[config.mk]
export PLATFORM = sky130hd
export DESIGN_NAME = char_lcd_cursor_sequencer_unit
export DESIGN_NICKNAME = d
export VERILOG_FILES = /design/src/rtl/clcd_pkg.sv /design/src/rtl/char_lcd_cursor_sequencer_unit.sv /design/src/rtl/clcd_xlate.sv
export SDC_FILE = /design/constraint.sdc
export NUM_CORES = 1
export LEC_CHECK = 0
export ABC_AREA = 0
export BUFFER_PORTS_ARGS = -buffer_cell sky130_fd_sc_hd__buf_4
export CAP_MARGIN = 25
export CORE_MARGIN = 2
export CORE_UTILIZATION = 30
export CTS_BUF_LIST = sky130_fd_sc_hd__clkbuf_4 sky130_fd_sc_hd__clkbuf_8
export DETAILED_ROUTE_END_ITERATION = 12
export GPL_TIMING_DRIVEN = 0
export PLACE_DENSITY = 0.58
export SLEW_MARGIN = 10
export SYNTH_ARGS = -nofsm -noshare
export SYNTH_HDL_FRONTEND = slang
export SYNTH_SLANG_ARGS = --single-unit
[constraint.sdc]
create_clock -name i_clk -period 3.2 [get_ports i_clk]
set_clock_uncertainty 0.1 [all_clocks]
set_input_delay 0.16 -clock i_clk [delete_from_list [all_inputs] [get_ports i_clk]]
set_output_delay 0.16 -clock i_clk [all_outputs]
set_load 0.02 [all_outputs]
[src/rtl/clcd_pkg.sv]
// ----------------------------------------------------------------------------
// clcd_pkg
// Types and constants shared by the character LCD cursor sequencer.
// ----------------------------------------------------------------------------
package clcd_pkg;

    // Operation selector carried on the input tuser
    typedef enum logic [1:0] {
        OP_PUT_CHAR = 2'd0,
        OP_GOTO     = 2'd1,
        OP_CLEAR    = 2'd2,
        OP_HOME     = 2'd3
    } t_op;

    // Configuration register indexes
    typedef enum logic [1:0] {
        CFG_LINE_ONE_START = 2'd0,
        CFG_LINE_ONE_END   = 2'd1,
        CFG_LINE_TWO_START = 2'd2,
        CFG_LINE_TWO_END   = 2'd3
    } t_cfg_idx;

    localparam int ADDR_W = 7;
    localparam int BYTE_W = 8;
    localparam int MAX_XACT = 3;

    typedef logic [ADDR_W-1:0] t_addr;
    typedef logic [1:0]        t_cnt;

    // Controller instruction bytes
    localparam logic [BYTE_W-1:0] CMD_CLEAR = 8'h01;
    localparam logic [BYTE_W-1:0] CMD_HOME  = 8'h02;
    localparam logic              CMD_DDRAM = 1'b1;   // top bit of set-address

    // Character codes with special meaning
    localparam logic [BYTE_W-1:0] CH_ETX   = 8'h03;
    localparam logic [BYTE_W-1:0] CH_BS    = 8'h08;
    localparam logic [BYTE_W-1:0] CH_LF    = 8'h0A;
    localparam logic [BYTE_W-1:0] CH_CR    = 8'h0D;
    localparam logic [BYTE_W-1:0] CH_DEL   = 8'h7F;
    localparam logic [BYTE_W-1:0] CH_SPACE = 8'h20;

    // One LCD bus transaction
    typedef struct packed {
        logic              is_data;
        logic [BYTE_W-1:0] bus_byte;
    } t_xact;

    // Line geometry
    typedef struct packed {
        t_addr l1_start;
        t_addr l1_end;
        t_addr l2_start;
        t_addr l2_end;
    } t_geom;

    // Translation of one input item
    typedef struct packed {
        t_xact [MAX_XACT-1:0] xact;     // index 0 goes out first
        t_cnt                 cnt;      // 1 to 3
        t_addr                cursor;   // cursor after the item
    } t_xlate;

endpackage

[src/rtl/char_lcd_cursor_sequencer_unit.sv]
// ----------------------------------------------------------------------------
// char_lcd_cursor_sequencer_unit
// Cursor sequencer for a two-line character LCD: operations in, bus
// transactions (register select plus byte) out.
// ----------------------------------------------------------------------------
//  channel  | dir | handshake                  | payload
//  ---------+-----+----------------------------+------------------------------
//  s (ops)  | in  | i_s_tvalid / o_s_tready    | tuser: op; tdata: char, addr
//  m (bus)  | out | o_m_tvalid / i_m_tready    | tuser: is_data; tdata: byte;
//           |     |                            | tlast: final of the operation
//  cfg      | in  | i_cfg_valid / o_cfg_ready  | index, 7-bit value
//
// An operation is translated in the cycle it is accepted and its one to
// three transactions land in a result buffer, which drains one per cycle
// while i_m_tready is high. The next operation is taken when the buffer is
// empty or in the cycle the buffer hands out its final transaction. Reset
// restores the default line geometry and puts the cursor at address zero.
// Configuration is always ready.
// ----------------------------------------------------------------------------
module char_lcd_cursor_sequencer_unit (
    input  logic                          i_clk,
    input  logic                          i_rst_n,
    // operation stream
    input  logic                          i_s_tvalid,
    output logic                          o_s_tready,
    input  logic [15:0]                   i_s_tdata,  // [7:0] char_code, [14:8] target_address
    input  clcd_pkg::t_op                 i_s_tuser,  // [1:0] op
    // bus transaction stream
    output logic                          o_m_tvalid,
    input  logic                          i_m_tready,
    output logic [clcd_pkg::BYTE_W-1:0]   o_m_tdata,  // [7:0] bus_byte
    output logic                          o_m_tuser,  // [0] is_data
    output logic                          o_m_tlast,
    // configuration writes
    input  logic                          i_cfg_valid,
    output logic                          o_cfg_ready,
    input  clcd_pkg::t_cfg_idx            i_cfg_index,
    input  clcd_pkg::t_addr               i_cfg_data
);
    import clcd_pkg::*;

    t_geom                r_geom;
    t_addr                r_cursor;
    t_xact [MAX_XACT-1:0] r_buf;
    t_xact [MAX_XACT-1:0] n_buf;
    t_cnt                 r_cnt;
    t_cnt                 n_cnt;
    t_xlate               xl;
    logic                 s_acc;
    logic                 m_acc;

    assign o_cfg_ready = 1'b1;

    // Handshakes
    assign o_m_tvalid = (r_cnt != t_cnt'(0));
    assign m_acc      = o_m_tvalid && i_m_tready;
    assign o_s_tready = (r_cnt == t_cnt'(0)) || ((r_cnt == t_cnt'(1)) && i_m_tready);
    assign s_acc      = i_s_tvalid && o_s_tready;

    clcd_xlate u_xlate (
        .i_op             (i_s_tuser),
        .i_char_code      (i_s_tdata[7:0]),
        .i_target_address (i_s_tdata[14:8]),
        .i_cursor         (r_cursor),
        .i_geom           (r_geom),
        .o_res            (xl)
    );

    // Result buffer: load a whole operation, shift down on each pop
    always_comb begin
        n_buf = r_buf;
        n_cnt = r_cnt;
        if (s_acc) begin
            n_buf = xl.xact;
            n_cnt = xl.cnt;
        end else if (m_acc) begin
            n_buf[0] = r_buf[1];
            n_buf[1] = r_buf[2];
            n_cnt    = r_cnt - t_cnt'(1);
        end
    end

    always_ff @(posedge i_clk) begin
        r_buf <= n_buf;
    end

    always_ff @(posedge i_clk) begin
        if (!i_rst_n) begin
            r_cnt <= '0;
        end else begin
            r_cnt <= n_cnt;
        end
    end

    // Cursor follows each accepted operation
    always_ff @(posedge i_clk) begin
        if (!i_rst_n) begin
            r_cursor <= '0;
        end else if (s_acc) begin
            r_cursor <= xl.cursor;
        end
    end

    // Line geometry registers
    always_ff @(posedge i_clk) begin
        if (!i_rst_n) begin
            r_geom.l1_start <= t_addr'(0);
            r_geom.l1_end   <= t_addr'(15);
            r_geom.l2_start <= t_addr'(64);
            r_geom.l2_end   <= t_addr'(79);
        end else if (i_cfg_valid) begin
            case (i_cfg_index)
                CFG_LINE_ONE_START: r_geom.l1_start <= i_cfg_data;
                CFG_LINE_ONE_END:   r_geom.l1_end   <= i_cfg_data;
                CFG_LINE_TWO_START: r_geom.l2_start <= i_cfg_data;
                CFG_LINE_TWO_END:   r_geom.l2_end   <= i_cfg_data;
                default: begin
                end
            endcase
        end
    end

    // Output port
    assign o_m_tdata = r_buf[0].bus_byte;
    assign o_m_tuser = r_buf[0].is_data;
    assign o_m_tlast = (r_cnt == t_cnt'(1));

endmodule

[src/rtl/clcd_xlate.sv]
// ----------------------------------------------------------------------------
// clcd_xlate
// Turns one operation and the current cursor into up to three LCD bus
// transactions and the updated cursor address.
// ----------------------------------------------------------------------------
module clcd_xlate (
    input  clcd_pkg::t_op                 i_op,
    input  logic [clcd_pkg::BYTE_W-1:0]   i_char_code,
    input  clcd_pkg::t_addr               i_target_address,
    input  clcd_pkg::t_addr               i_cursor,
    input  clcd_pkg::t_geom               i_geom,
    output clcd_pkg::t_xlate              o_res
);
    import clcd_pkg::*;

    logic [ADDR_W:0] end1;
    logic [ADDR_W:0] end2;
    logic [ADDR_W:0] cur_ext;
    logic            is_newline;
    logic            is_erase;
    t_addr           back_addr;
    t_addr           base_addr;

    // End comparisons are done one bit wider so an end of 127 never matches
    assign end1    = {1'b0, i_geom.l1_end} + {{ADDR_W{1'b0}}, 1'b1};
    assign end2    = {1'b0, i_geom.l2_end} + {{ADDR_W{1'b0}}, 1'b1};
    assign cur_ext = {1'b0, i_cursor};

    assign is_newline = (i_char_code == CH_LF) || (i_char_code == CH_CR)
                     || (i_char_code == CH_ETX);
    assign is_erase   = (i_char_code == CH_BS) || (i_char_code == CH_DEL);

    // Erase target: hold at start of line one, jump back across the line break
    always_comb begin
        if (i_cursor == i_geom.l1_start) begin
            back_addr = i_cursor;
        end else if (i_cursor == i_geom.l2_start) begin
            back_addr = i_geom.l1_end;
        end else begin
            back_addr = i_cursor - t_addr'(1);
        end
    end

    // Cell that an ordinary character lands in after any wrap
    always_comb begin
        if (cur_ext == end1) begin
            base_addr = i_geom.l2_start;
        end else if (cur_ext == end2) begin
            base_addr = i_geom.l1_start;
        end else begin
            base_addr = i_cursor;
        end
    end

    // Transaction list
    always_comb begin
        o_res.xact[0] = '{is_data: 1'b0, bus_byte: {CMD_DDRAM, i_target_address}};
        o_res.xact[1] = '{is_data: 1'b1, bus_byte: CH_SPACE};
        o_res.xact[2] = '{is_data: 1'b0, bus_byte: {CMD_DDRAM, back_addr}};
        o_res.cnt     = t_cnt'(1);
        o_res.cursor  = i_target_address;
        case (i_op)
            OP_GOTO: begin
                o_res.cursor = i_target_address;
            end
            OP_CLEAR: begin
                o_res.xact[0] = '{is_data: 1'b0, bus_byte: CMD_CLEAR};
                o_res.cursor  = i_geom.l1_start;
            end
            OP_HOME: begin
                o_res.xact[0] = '{is_data: 1'b0, bus_byte: CMD_HOME};
                o_res.cursor  = i_geom.l1_start;
            end
            OP_PUT_CHAR: begin
                if (is_newline) begin
                    o_res.cursor  = (cur_ext <= end1) ? i_geom.l2_start
                                                      : i_geom.l1_start;
                    o_res.xact[0] = '{is_data: 1'b0,
                                      bus_byte: {CMD_DDRAM, o_res.cursor}};
                end else if (is_erase) begin
                    o_res.cursor  = back_addr;
                    o_res.xact[0] = '{is_data: 1'b0, bus_byte: {CMD_DDRAM, back_addr}};
                    o_res.cnt     = t_cnt'(3);
                end else begin
                    o_res.cursor = base_addr + t_addr'(1);
                    if (cur_ext == end1) begin
                        o_res.xact[0] = '{is_data: 1'b0,
                                          bus_byte: {CMD_DDRAM, i_geom.l2_start}};
                        o_res.xact[1] = '{is_data: 1'b1, bus_byte: i_char_code};
                        o_res.cnt     = t_cnt'(2);
                    end else if (cur_ext == end2) begin
                        o_res.xact[0] = '{is_data: 1'b0, bus_byte: CMD_CLEAR};
                        o_res.xact[1] = '{is_data: 1'b1, bus_byte: i_char_code};
                        o_res.cnt     = t_cnt'(2);
                    end else begin
                        o_res.xact[0] = '{is_data: 1'b1, bus_byte: i_char_code};
                    end
                end
            end
            default: begin
                o_res.cursor = i_cursor;
            end
        endcase
    end

endmodule
* Word-level counts from Yosys, hierarchy flattened
Cells that the tools add are included.
** Storage, ports and cells
- Register bits after elaboration :: 62
- Input port bits :: 32
- Output and inout bits :: 13
- Logic and storage cells :: 73
** Cells by class
- Add/sub/neg operators :: 5
- $lt $le $gt $ge :: 1
- Eq/ne operators :: 16
- Multiplexer cells :: 23
- Reductions and logical operators :: 17
** Operators by type and width (count)
- 18-bit 2-to-1 mux :: 3
- 9-bit 2-to-1 mux :: 5
- 7-bit 2-to-1 mux :: 6
- 9-bit case mux with 3 select lines :: 1
- 8-bit by 4-bit == test with 1-bit output (second input constant) :: 3
- 7-bit case mux with 3 select lines :: 1
- 19-bit 2-to-1 mux :: 1
- 7-bit by 1-bit adder with 8-bit output (second input constant) :: 2
- 7-bit by 8-bit == test with 1-bit output :: 2
- 7-bit == test :: 2
- 2-bit 2-to-1 mux :: 5
- 2-bit == test (second input constant) :: 4
- 8-bit by 2-bit == test with 1-bit output (second input constant) :: 1
- 8-bit by 7-bit == test with 1-bit output (second input constant) :: 1
- 7-bit by 8-bit <= comparator with 1-bit output :: 1
- 8-bit 2-to-1 mux :: 1
- 2-bit AND reduction :: 4
- 7-bit by 1-bit adder with 7-bit output (second input constant) :: 1
- 7-bit by 1-bit subtractor with 7-bit output (second input constant) :: 1
- 2-bit by 1-bit == test with 1-bit output (second input constant) :: 3
- 2-bit zero test :: 3
- 1-bit logical OR :: 4
- 2-bit nonzero test :: 2
- 1-bit logical AND :: 3
- other kinds (2) :: 2

* Depth between registers and ports, before layout
Gate-level depths: netlist (run 1).
- Depth after elaboration :: 9
- Gate-level depth with buffers :: 14
- Gate-level depth less buffers :: 14

* Cells and area by module
A second synthesis (run 1) with hierarchy kept.
** Unflattened totals
- Cells, all modules :: 507
- Area total of the unflattened synthesis :: 4713.3 µm²
** By module, submodules not included
- char_lcd_cursor_sequencer_unit :: times used 1, cells each 213, area an instance 2643.8 µm², sequential area each 1551.5 µm²
- clcd_xlate :: times used 1, cells each 294, area an instance 2069.5 µm², sequential area each 0.0 µm²

* Worst setup path before layout (run 1)
OpenSTA, ideal clock, no wires.
- Kind :: reg-to-reg
- Start point :: reg r_geom[14] in the netlist's numbering
- End point :: reg r_cursor[0]
- Setup time :: 81 ps
- Data arrival time :: 2797 ps
- Data required time :: 3019 ps
- Setup slack :: 222 ps
- Stages on the path, launching flop included :: 14
- Path buffers :: 1
- Clock period less this slack :: 2978 ps
- Cell sequence :: dfxtp_1 ha_1 and3_1 nand3_1 xor2_1 ha_1 nand4_1 or2_2 o311a_1 clkbuf_1 mux2i_1 a221o_1 a21o_1 a41oi_1
** Between the ends
- Word-level cells in the longest chain between the ends :: 7
- Elaborated cells on any way between the ends :: 11
- Those cells by class :: 2 x add/sub; 1 x order compare; 1 x eq/ne; 7 x mux
** Ends and longest elaborated chain
- from (decl) :: RTL line char_lcd_cursor_sequencer_unit.sv:42 : t_geom r_geom;
- 7-bit by 1-bit adder with 8-bit output :: RTL line clcd_xlate.sv:25 : assign end1 = {1'b0, i_geom.l1_end} + {{ADDR_W{1'b0}}, 1'b1};
- 7-bit by 8-bit == test with 1-bit output :: RTL line clcd_xlate.sv:46 : if (cur_ext == end1) begin
- 7-bit 2-to-1 mux :: RTL line clcd_xlate.sv:46
- 7-bit by 1-bit adder with 7-bit output :: RTL line clcd_xlate.sv:85 : o_res.cursor = base_addr + t_addr'(1);
- 18-bit 2-to-1 mux :: RTL line clcd_xlate.sv:80 : end else if (is_erase) begin
- 7-bit 2-to-1 mux * :: RTL line clcd_xlate.sv:75 : if (is_newline) begin
- 7-bit case mux with 3 select lines * :: RTL line clcd_xlate.sv:62 : case (i_op)
- to (signal assigned) :: RTL line char_lcd_cursor_sequencer_unit.sv:100 : r_cursor <= xl.cursor;
- to (decl) :: RTL line char_lcd_cursor_sequencer_unit.sv:43 : t_addr r_cursor;
Mark *: on every way between the ends. The rest lies on a longest branch, timed or not.
A chain may end at the register's enable or synchronous reset.

* Worst setup path in the final report (run 1)
- Start point :: reg r_geom[14] in the netlist's numbering
- End point :: reg r_cursor[2]
** Between the ends
- Word-level cells in the longest chain between the ends :: 7
- Elaborated cells on any way between the ends :: 9
- Those cells by class :: 2 x add/sub; 1 x order compare; 1 x eq/ne; 5 x mux
** Ends and longest elaborated chain (RTL line)
- 7-bit by 1-bit adder with 8-bit output * :: clcd_xlate.sv:25
- 7-bit by 8-bit == test with 1-bit output :: clcd_xlate.sv:46
- 7-bit 2-to-1 mux :: clcd_xlate.sv:46
- 7-bit by 1-bit adder with 7-bit output :: clcd_xlate.sv:85
- 18-bit 2-to-1 mux :: clcd_xlate.sv:80
- 7-bit 2-to-1 mux * :: clcd_xlate.sv:75
- 7-bit case mux with 3 select lines * :: clcd_xlate.sv:62
Marked as above.

==> qor.csv, run 1 <==
metric,value,unit
Die Y,125,um
initial antenna violation count,0,
Worst-Margin Slew,0.830,ns
clock tree sinks,62,
maximum buffer depth of the clock tree,2,
CTS root buffer,clkbuf_8,
vias per inst,5.26,
Die X,125,um
Syn Std Cell Area,4410,um2
P per Cell Area,586,nW/um2
finished layout cell area,5400,um2
NumNets Final,612,
Clock Latency Late Sink,0.36,ns
Fill cells,1498,
"Reg clk slew, reported paths",0.07,ns
reg2reg start,r_geom[14]$_SDFFE_PN1P_,
Tcrit/Tclk final,97.6,%
maximum vdd drop,0.324,mV
Worst R2R End,r_cursor[2]$_SDFFE_PN0P_,
syn_nets,547,
total core area,14400,um2
DRT iter0 DRCs,254,
final hold viol count,0,
All-Layer GR Usage,17.1,%
num ports,45,
hold depth,2,
"commonest non-fill, non-tap cell in the layout",buf_4,
total gr overflow,0,
drt drc,0,
Post-Place Cells,727,
Post-Syn Area per Cell,8.78,um2
# diodes,0,
Post-Syn Instances,502,
Non-Filler Instances,756,
synthesized flop and latch total,62,
Worst setup SP type,register,
post-synthesis sequential area ratio,33.8,%
RSZ-0062 raised after global routing,yes,
main flop type after synthesis,dfxtp_1,
total wire length,13.3,mm
ANT nets after route,0,
Cell variety after synth,77,
max_cap viols,0,
Crit path required time,3.37,ns
achievable clock frequency,320,MHz
vias in the first global route,3858,
placed cell areas,4950,um2
Num CTS Buffers,9,
Post-synth EDFFs,25,
hold path startpoint,i_s_tdata[6],
final worst path period need,3.12,ns
first-pass GRT wire length,21.1,mm
cell with the most instances on the worst path,xor2_1,
Final Setup Violations,0,
crit path DAT,3.29,ns
largest net degree at the start of global routing,23,
CTS H-tree lvls,3,
Leak Pwr,2.22,nW
Pwr Total,3.16,mW
slew margin rel.,44.7,%
worst reg-to-reg setup slack,0.08,ns
Routed wire per std cell,17.6,um
status,finished clean,
First-pass DRT Iterations,5,
Critical Path Max Stage Delay,0.37,ns
DP Wirelength,10.2,mm
TritonCTS clock tree,built,
CP cell instances,"ha_2, and3_4, nand3_1, xor2_1, ha_1, nand4_1, nor2_4, nand2_4, a31oi_4, ha_4, xor2_1, o211ai_1, a41oi_1",
Hold Crit Class,in2reg,
DIE AREA,15700,um2
Starting Density,30.6,%
Crit-path slowest cell,dfxtp_2,
Yosys Warn Count,0,
async set or reset register ratio after synthesis,0,%
Synth-to-Final Area Change,22.5,%
crit-path max FO,9,
layout cells sized above 1,21.5,%
Slew Limit Fails,0,
I/O Buffers,41,
WHS Endpoint,r_buf[15]$_DFFE_PP_,
most frequent cells in the layout,"58 x buf_4, 51 x nand2_1, 35 x dfxtp_1, 32 x mux2i_1, 29 x nor2_1",
RePlAce Congestion,0.895,
worst reg2reg path depth,13,
std cell rows,44,
Worst Setup End Kind,register,
fin util,37.4,%
type of the worst setup path,reg2reg,
Vias,3977,
-- where the power goes --
part	switching [mW]	internal, mW	leakage [nW]
Sequential	0.0628	1.00	0.545
Clock	0.321	0.407	0.110
Combinational	0.786	0.588	1.56
-- metrics by stage --
stage          TNS (ns)  setup slack (ns)  hold WS (ns)
4_1_cts         -0.0307           -0.0307        0.0135
5_1_grt          -0.120           -0.0491        0.0309
3_5_place_dp      -4.04            -0.400         0.324
2_1_floorplan         0             0.222         0.184
3_3_place_gp      -3.03            -0.381         0.320
6_report              0            0.0780        0.0297
-- metal layers --
metal / up-vias / part of all wire (%) / GRT usage [%]
met5: - / 0 / 0
met4: 0 / 1.9 / 5.36
met3: 25 / 4.9 / 4.02
met2: 123 / 45 / 26.8
met1: 1875 / 48 / 23.3
li1: 1954 / - / -
-- synth_stat cells, types with 4 or more instances --
library cell | instances | area [um2]
nand2_1 | 52 | 195
dfxtp_1 | 37 | 741
mux2i_1 | 33 | 330
nor2_1 | 33 | 124
edfxtp_1 | 25 | 751
a21oi_1 | 24 | 120
inv_1 | 23 | 86.3
nand3_1 | 23 | 115
nor2b_1 | 19 | 119
clkbuf_1 | 17 | 63.8
xor2_1 | 16 | 140
ha_1 | 13 | 163
o21ai_0 | 12 | 60.1
buf_4 | 11 | 82.6
o21ai_1 | 11 | 55.1
xnor2_1 | 11 | 96.3
a31oi_1 | 10 | 62.6
nand4_1 | 10 | 62.6
buf_2 | 8 | 40.0
a22o_1 | 6 | 52.6
nand2b_1 | 5 | 31.3
nor3_1 | 5 | 25.0
a221oi_1 | 4 | 35.0
a31o_1 | 4 | 35.0
and3_1 | 4 | 25.0
o21a_1 | 4 | 30.0
o221ai_1 | 4 | 35.0
o22ai_1 | 4 | 25.0
or3_1 | 4 | 25.0
-- cells by family after synthesis --
family / count (synthesis) / share of synthesized area (%)
DFF: 62 / 33.8
muxes: 37 / 8.60
buffers and inverters: 65 / 7.04
AOI/OAI and AO/OA: 121 / 20.4
other: 1 / 0.0851
and+or+nand+nor: 176 / 21.0
xor gates and xnor gates: 27 / 5.36
adders and majority gates: 13 / 3.69
-- flip-flops by register name (all words and copies together) (netlist names) --
register   count
o_m_tdata      8
r_cnt          2
r_cursor       7
r_geom        28
r_buf         16
o_m_tuser      1
-- worst max-delay path by stage --
stage | endpoint | slack [ns] | depth (start not counted) | from
2_1_floorplan | r_cursor[0]$_SDFFE_PN0P_ | 0.22 | 13 | r_geom[14]$_SDFFE_PN1P_
3_3_place_gp | r_cursor[2]$_SDFFE_PN0P_ | -0.38 | 14 | r_geom[14]$_SDFFE_PN1P_
3_5_place_dp | r_cursor[2]$_SDFFE_PN0P_ | -0.40 | 14 | r_geom[14]$_SDFFE_PN1P_
4_1_cts | r_cursor[2]$_SDFFE_PN0P_ | -0.03 | 14 | r_geom[15]$_SDFFE_PN1P_
5_1_grt | r_cursor[2]$_SDFFE_PN0P_ | -0.05 | 14 | r_geom[14]$_SDFFE_PN1P_
6_report | r_cursor[2]$_SDFFE_PN0P_ | 0.08 | 13 | r_geom[14]$_SDFFE_PN1P_
-- worst max-delay path: cells and delay by family, from the launching register on --
family | cells | cell delay [ns]
xor+xnor | 2 | 0.37
flops | 1 | 0.37
simple gates | 5 | 0.82
fa+ha+maj | 3 | 0.72
compound gates | 3 | 0.65
-- area by class of cell --
| class | count | area (um2) | area share (%) |
|---|---|---|---|
| Clock inverter | 4 | 45.0 | 0.834 |
| Timing Repair Buffer | 55 | 433 | 8.02 |
| Multi-Input combinational cell | 375 | 2720 | 50.4 |
| Tap cell | 184 | 230 | 4.26 |
| Sequential cell | 62 | 1490 | 27.7 |
| Clock buffer | 12 | 159 | 2.94 |
| Inverter | 24 | 90.1 | 1.67 |
| Buffer | 40 | 228 | 4.22 |
-- timing repair --
action,4_1_cts,5_1_grt
buffers inserted,0,6
setup endpoints to repair,24,23
endpoints found under the hold margin,20,0
pin swaps,0,12
resized for setup,17,15
hold buffers,8,0
(Power assumes the default switching activity.)
==> run 2, diff against run 1 <==
--- a/config.mk
+++ b/config.mk
@@ -8,11 +8,12 @@
 export ABC_AREA = 0
 export BUFFER_PORTS_ARGS = -buffer_cell sky130_fd_sc_hd__buf_4
 export CAP_MARGIN = 25
-export CORE_MARGIN = 2
+export CORE_MARGIN = 10
 export CORE_UTILIZATION = 30
 export CTS_BUF_LIST = sky130_fd_sc_hd__clkbuf_4 sky130_fd_sc_hd__clkbuf_8
 export DETAILED_ROUTE_END_ITERATION = 12
 export GPL_TIMING_DRIVEN = 0
+export HOLD_SLACK_MARGIN = 0.03
 export PLACE_DENSITY = 0.58
 export SLEW_MARGIN = 10
 export SYNTH_ARGS = -nofsm -noshare
==> run 2 against run 1 <==
  * Utilization increased by 0.95 points
  * Power is 5.3% higher
  * Sequential cell count stayed put
  * Die area is 27% higher
  * Sequential power barely moved
  * Combinational power about the same
  * Highest routed layer unchanged
  * Worst hold slack better by 0.034 ns
  * Clock power grew 20%
  * Critical endpoint unchanged
  * Critical path type unchanged
  * Global-route usage is 3.2 points lower
  * Routed wire length grew 4.7%
  * Via count up 2.3%
  * Largest power group unchanged
  * Largest cell class unchanged
==> qor.csv, run 2 (synthesis gave the netlist of run 1 again) <==
metric,value,unit
status,finished clean,
DRT iter0 DRCs,226,
crit-path leading delay family,simple AND/OR/NAND/NOR gates,
# diodes,0,
First-pass DRT Iterations,5,
largest net degree at the start of global routing,23,
initial antenna violation count,0,
crit path DAT,3.24,ns
slew margin rel.,41.7,%
num ports,45,
Slew Limit Fails,0,
crit path buf inv count,0,
ANT nets after route,0,
std cell rows,44,
worst reg-to-reg setup slack,0.05,ns
Hold Crit Class,in2reg,
Critical Path Max Stage Delay,0.38,ns
Clock Latency Late Sink,0.36,ns
NumNets Final,617,
"Reg clk slew, reported paths",0.07,ns
total wire length,14.0,mm
Leak Pwr,2.25,nW
Vias,4069,
register name with the most flops,r_geom,
first-pass GRT wire length,21.9,mm
clock tree sinks,62,
DP Wirelength,10.6,mm
total core area,14500,um2
TritonCTS clock tree,built,
Crit path required time,3.28,ns
hold path startpoint,i_s_tdata[8],
Worst Setup End Kind,register,
Num CTS Buffers,9,
maximum vdd drop,0.333,mV
vias in the first global route,3978,
RePlAce Congestion,0.916,
Pwr Total,3.33,mW
Non-Filler Instances,761,
vias per inst,5.35,
CTS root buffer,clkbuf_8,
Crit-path slowest cell,dfxtp_4,
most frequent cells in the layout,"57 x buf_4, 50 x nand2_1, 33 x mux2i_1, 33 x dfxtp_1, 29 x nor2_1",
Die X,141,um
Post-Place Cells,727,
max_cap viols,0,
All-Layer GR Usage,13.9,%
layout cells sized above 1,22.7,%
"commonest non-fill, non-tap cell in the layout",buf_4,
crit-path max FO,5,
worst reg2reg path depth,14,
drt drc,0,
final hold viol count,0,
Worst-Margin Slew,0.875,ns
Tcrit/Tclk final,98.5,%
Die Y,141,um
achievable clock frequency,317,MHz
P per Cell Area,600,nW/um2
type of the worst setup path,reg2reg,
Routed wire per std cell,18.3,um
Starting Density,30.4,%
final worst path period need,3.15,ns
Worst R2R End,r_cursor[2]$_SDFFE_PN0P_,
I/O Buffers,41,
RSZ-0062 raised after global routing,yes,
CP cell instances,"ha_4, and3_4, nand3_2, xor2_1, ha_1, nand4_1, nor2_4, nand2_8, nor2_4, a31oi_4, ha_4, xor2_1, o211ai_1, a41oi_2",
worst hold margin,0.0636,ns
WHS Endpoint,r_cursor[0]$_SDFFE_PN0P_,
max reg flops,28,
DIE AREA,19900,um2
total gr overflow,0,
Synth-to-Final Area Change,26.1,%
Final Setup Violations,0,
Worst setup SP type,register,
reg2reg start,r_geom[14]$_SDFFE_PN1P_,
CTS H-tree lvls,3,
hold depth,3,
maximum buffer depth of the clock tree,2,
[run 2: final cells by class]
class,instances,area [um2]
plain buffers,40,228
clock buffers,11,145
clock inverters,5,106
fillers,1463,8920
inverters,24,90.1
multi-input cells,376,2780
flip-flops and latches,62,1500
well taps,184,230
repair buffers,59,477
[run 2: worst max path at each step]
| stage | start | endpoint | slack, ns | cells after the start |
|---|---|---|---|---|
| CTS | r_geom[14]$_SDFFE_PN1P_ | r_cursor[5]$_SDFFE_PN0P_ | 0.008 | 14 |
| finish | r_geom[14]$_SDFFE_PN1P_ | r_cursor[2]$_SDFFE_PN0P_ | 0.05 | 14 |
| global route | r_geom[14]$_SDFFE_PN1P_ | r_cursor[2]$_SDFFE_PN0P_ | -0.06 | 14 |
| floorplan | r_geom[14]$_SDFFE_PN1P_ | r_cursor[0]$_SDFFE_PN0P_ | 0.22 | 13 |
| detailed placement | r_geom[14]$_SDFFE_PN1P_ | r_cursor[2]$_SDFFE_PN0P_ | -0.48 | 14 |
| global placement | r_geom[14]$_SDFFE_PN1P_ | r_cursor[2]$_SDFFE_PN0P_ | -0.42 | 14 |
[run 2: worst register-to-register path, stage by stage, from the launching register on]
cell and delay [ns]:
dfxtp_4 0.38, ha_4 0.13, and3_4 0.20, nand3_2 0.08
xor2_1 0.16, ha_1 0.31, nand4_1 0.21, nor2_4 0.30
nand2_8 0.11, nor2_4 0.18, a31oi_4 0.07, ha_4 0.20
xor2_1 0.18, o211ai_1 0.23, a41oi_2 0.15
[run 2: power by group]
part           total (mW)  switching, mW  internal, mW  leakage, nW
sequential           1.06         0.0643         0.999        0.546
combinational        1.40          0.804         0.593         1.58
clock               0.873          0.325         0.548        0.123
[run 2: timing repair]
| item | CTS | global route |
|---|---|---|
| gates cloned | 0 | 1 |
| resized for setup | 21 | 24 |
| endpoints found under the setup margin | 24 | 23 |
| hold endpoints to repair | 33 | 0 |
| buffers inserted | 0 | 6 |
| pin swaps | 2 | 9 |
| hold buffers | 12 | 0 |
[run 2: routing by layer]
layer / up-vias / global-route usage (%) / share of wire (%)
met5: - / 0 / 0
met4: 0 / 5.00 / 1.7
met3: 19 / 3.69 / 6.6
met2: 132 / 21.3 / 45
met1: 1950 / 18.2 / 47
li1: 1968 / - / -
[run 2: through the flow]
| stage | util, % | TNS [ns] | setup WS [ns] | cell area [um2] |
|---|---|---|---|---|
| finish | 38.4 | 0 | 0.0477 | 5560 |
| global route | 38.4 | -0.0908 | -0.0584 | 5560 |
| CTS | 37.3 | 0 | 0.00758 | 5410 |
| detailed placement | 34.2 | -4.76 | -0.481 | 4950 |
| global placement | 34.2 | -3.76 | -0.416 | 4950 |
| floorplan | - | 0 | 0.222 | 4410 |
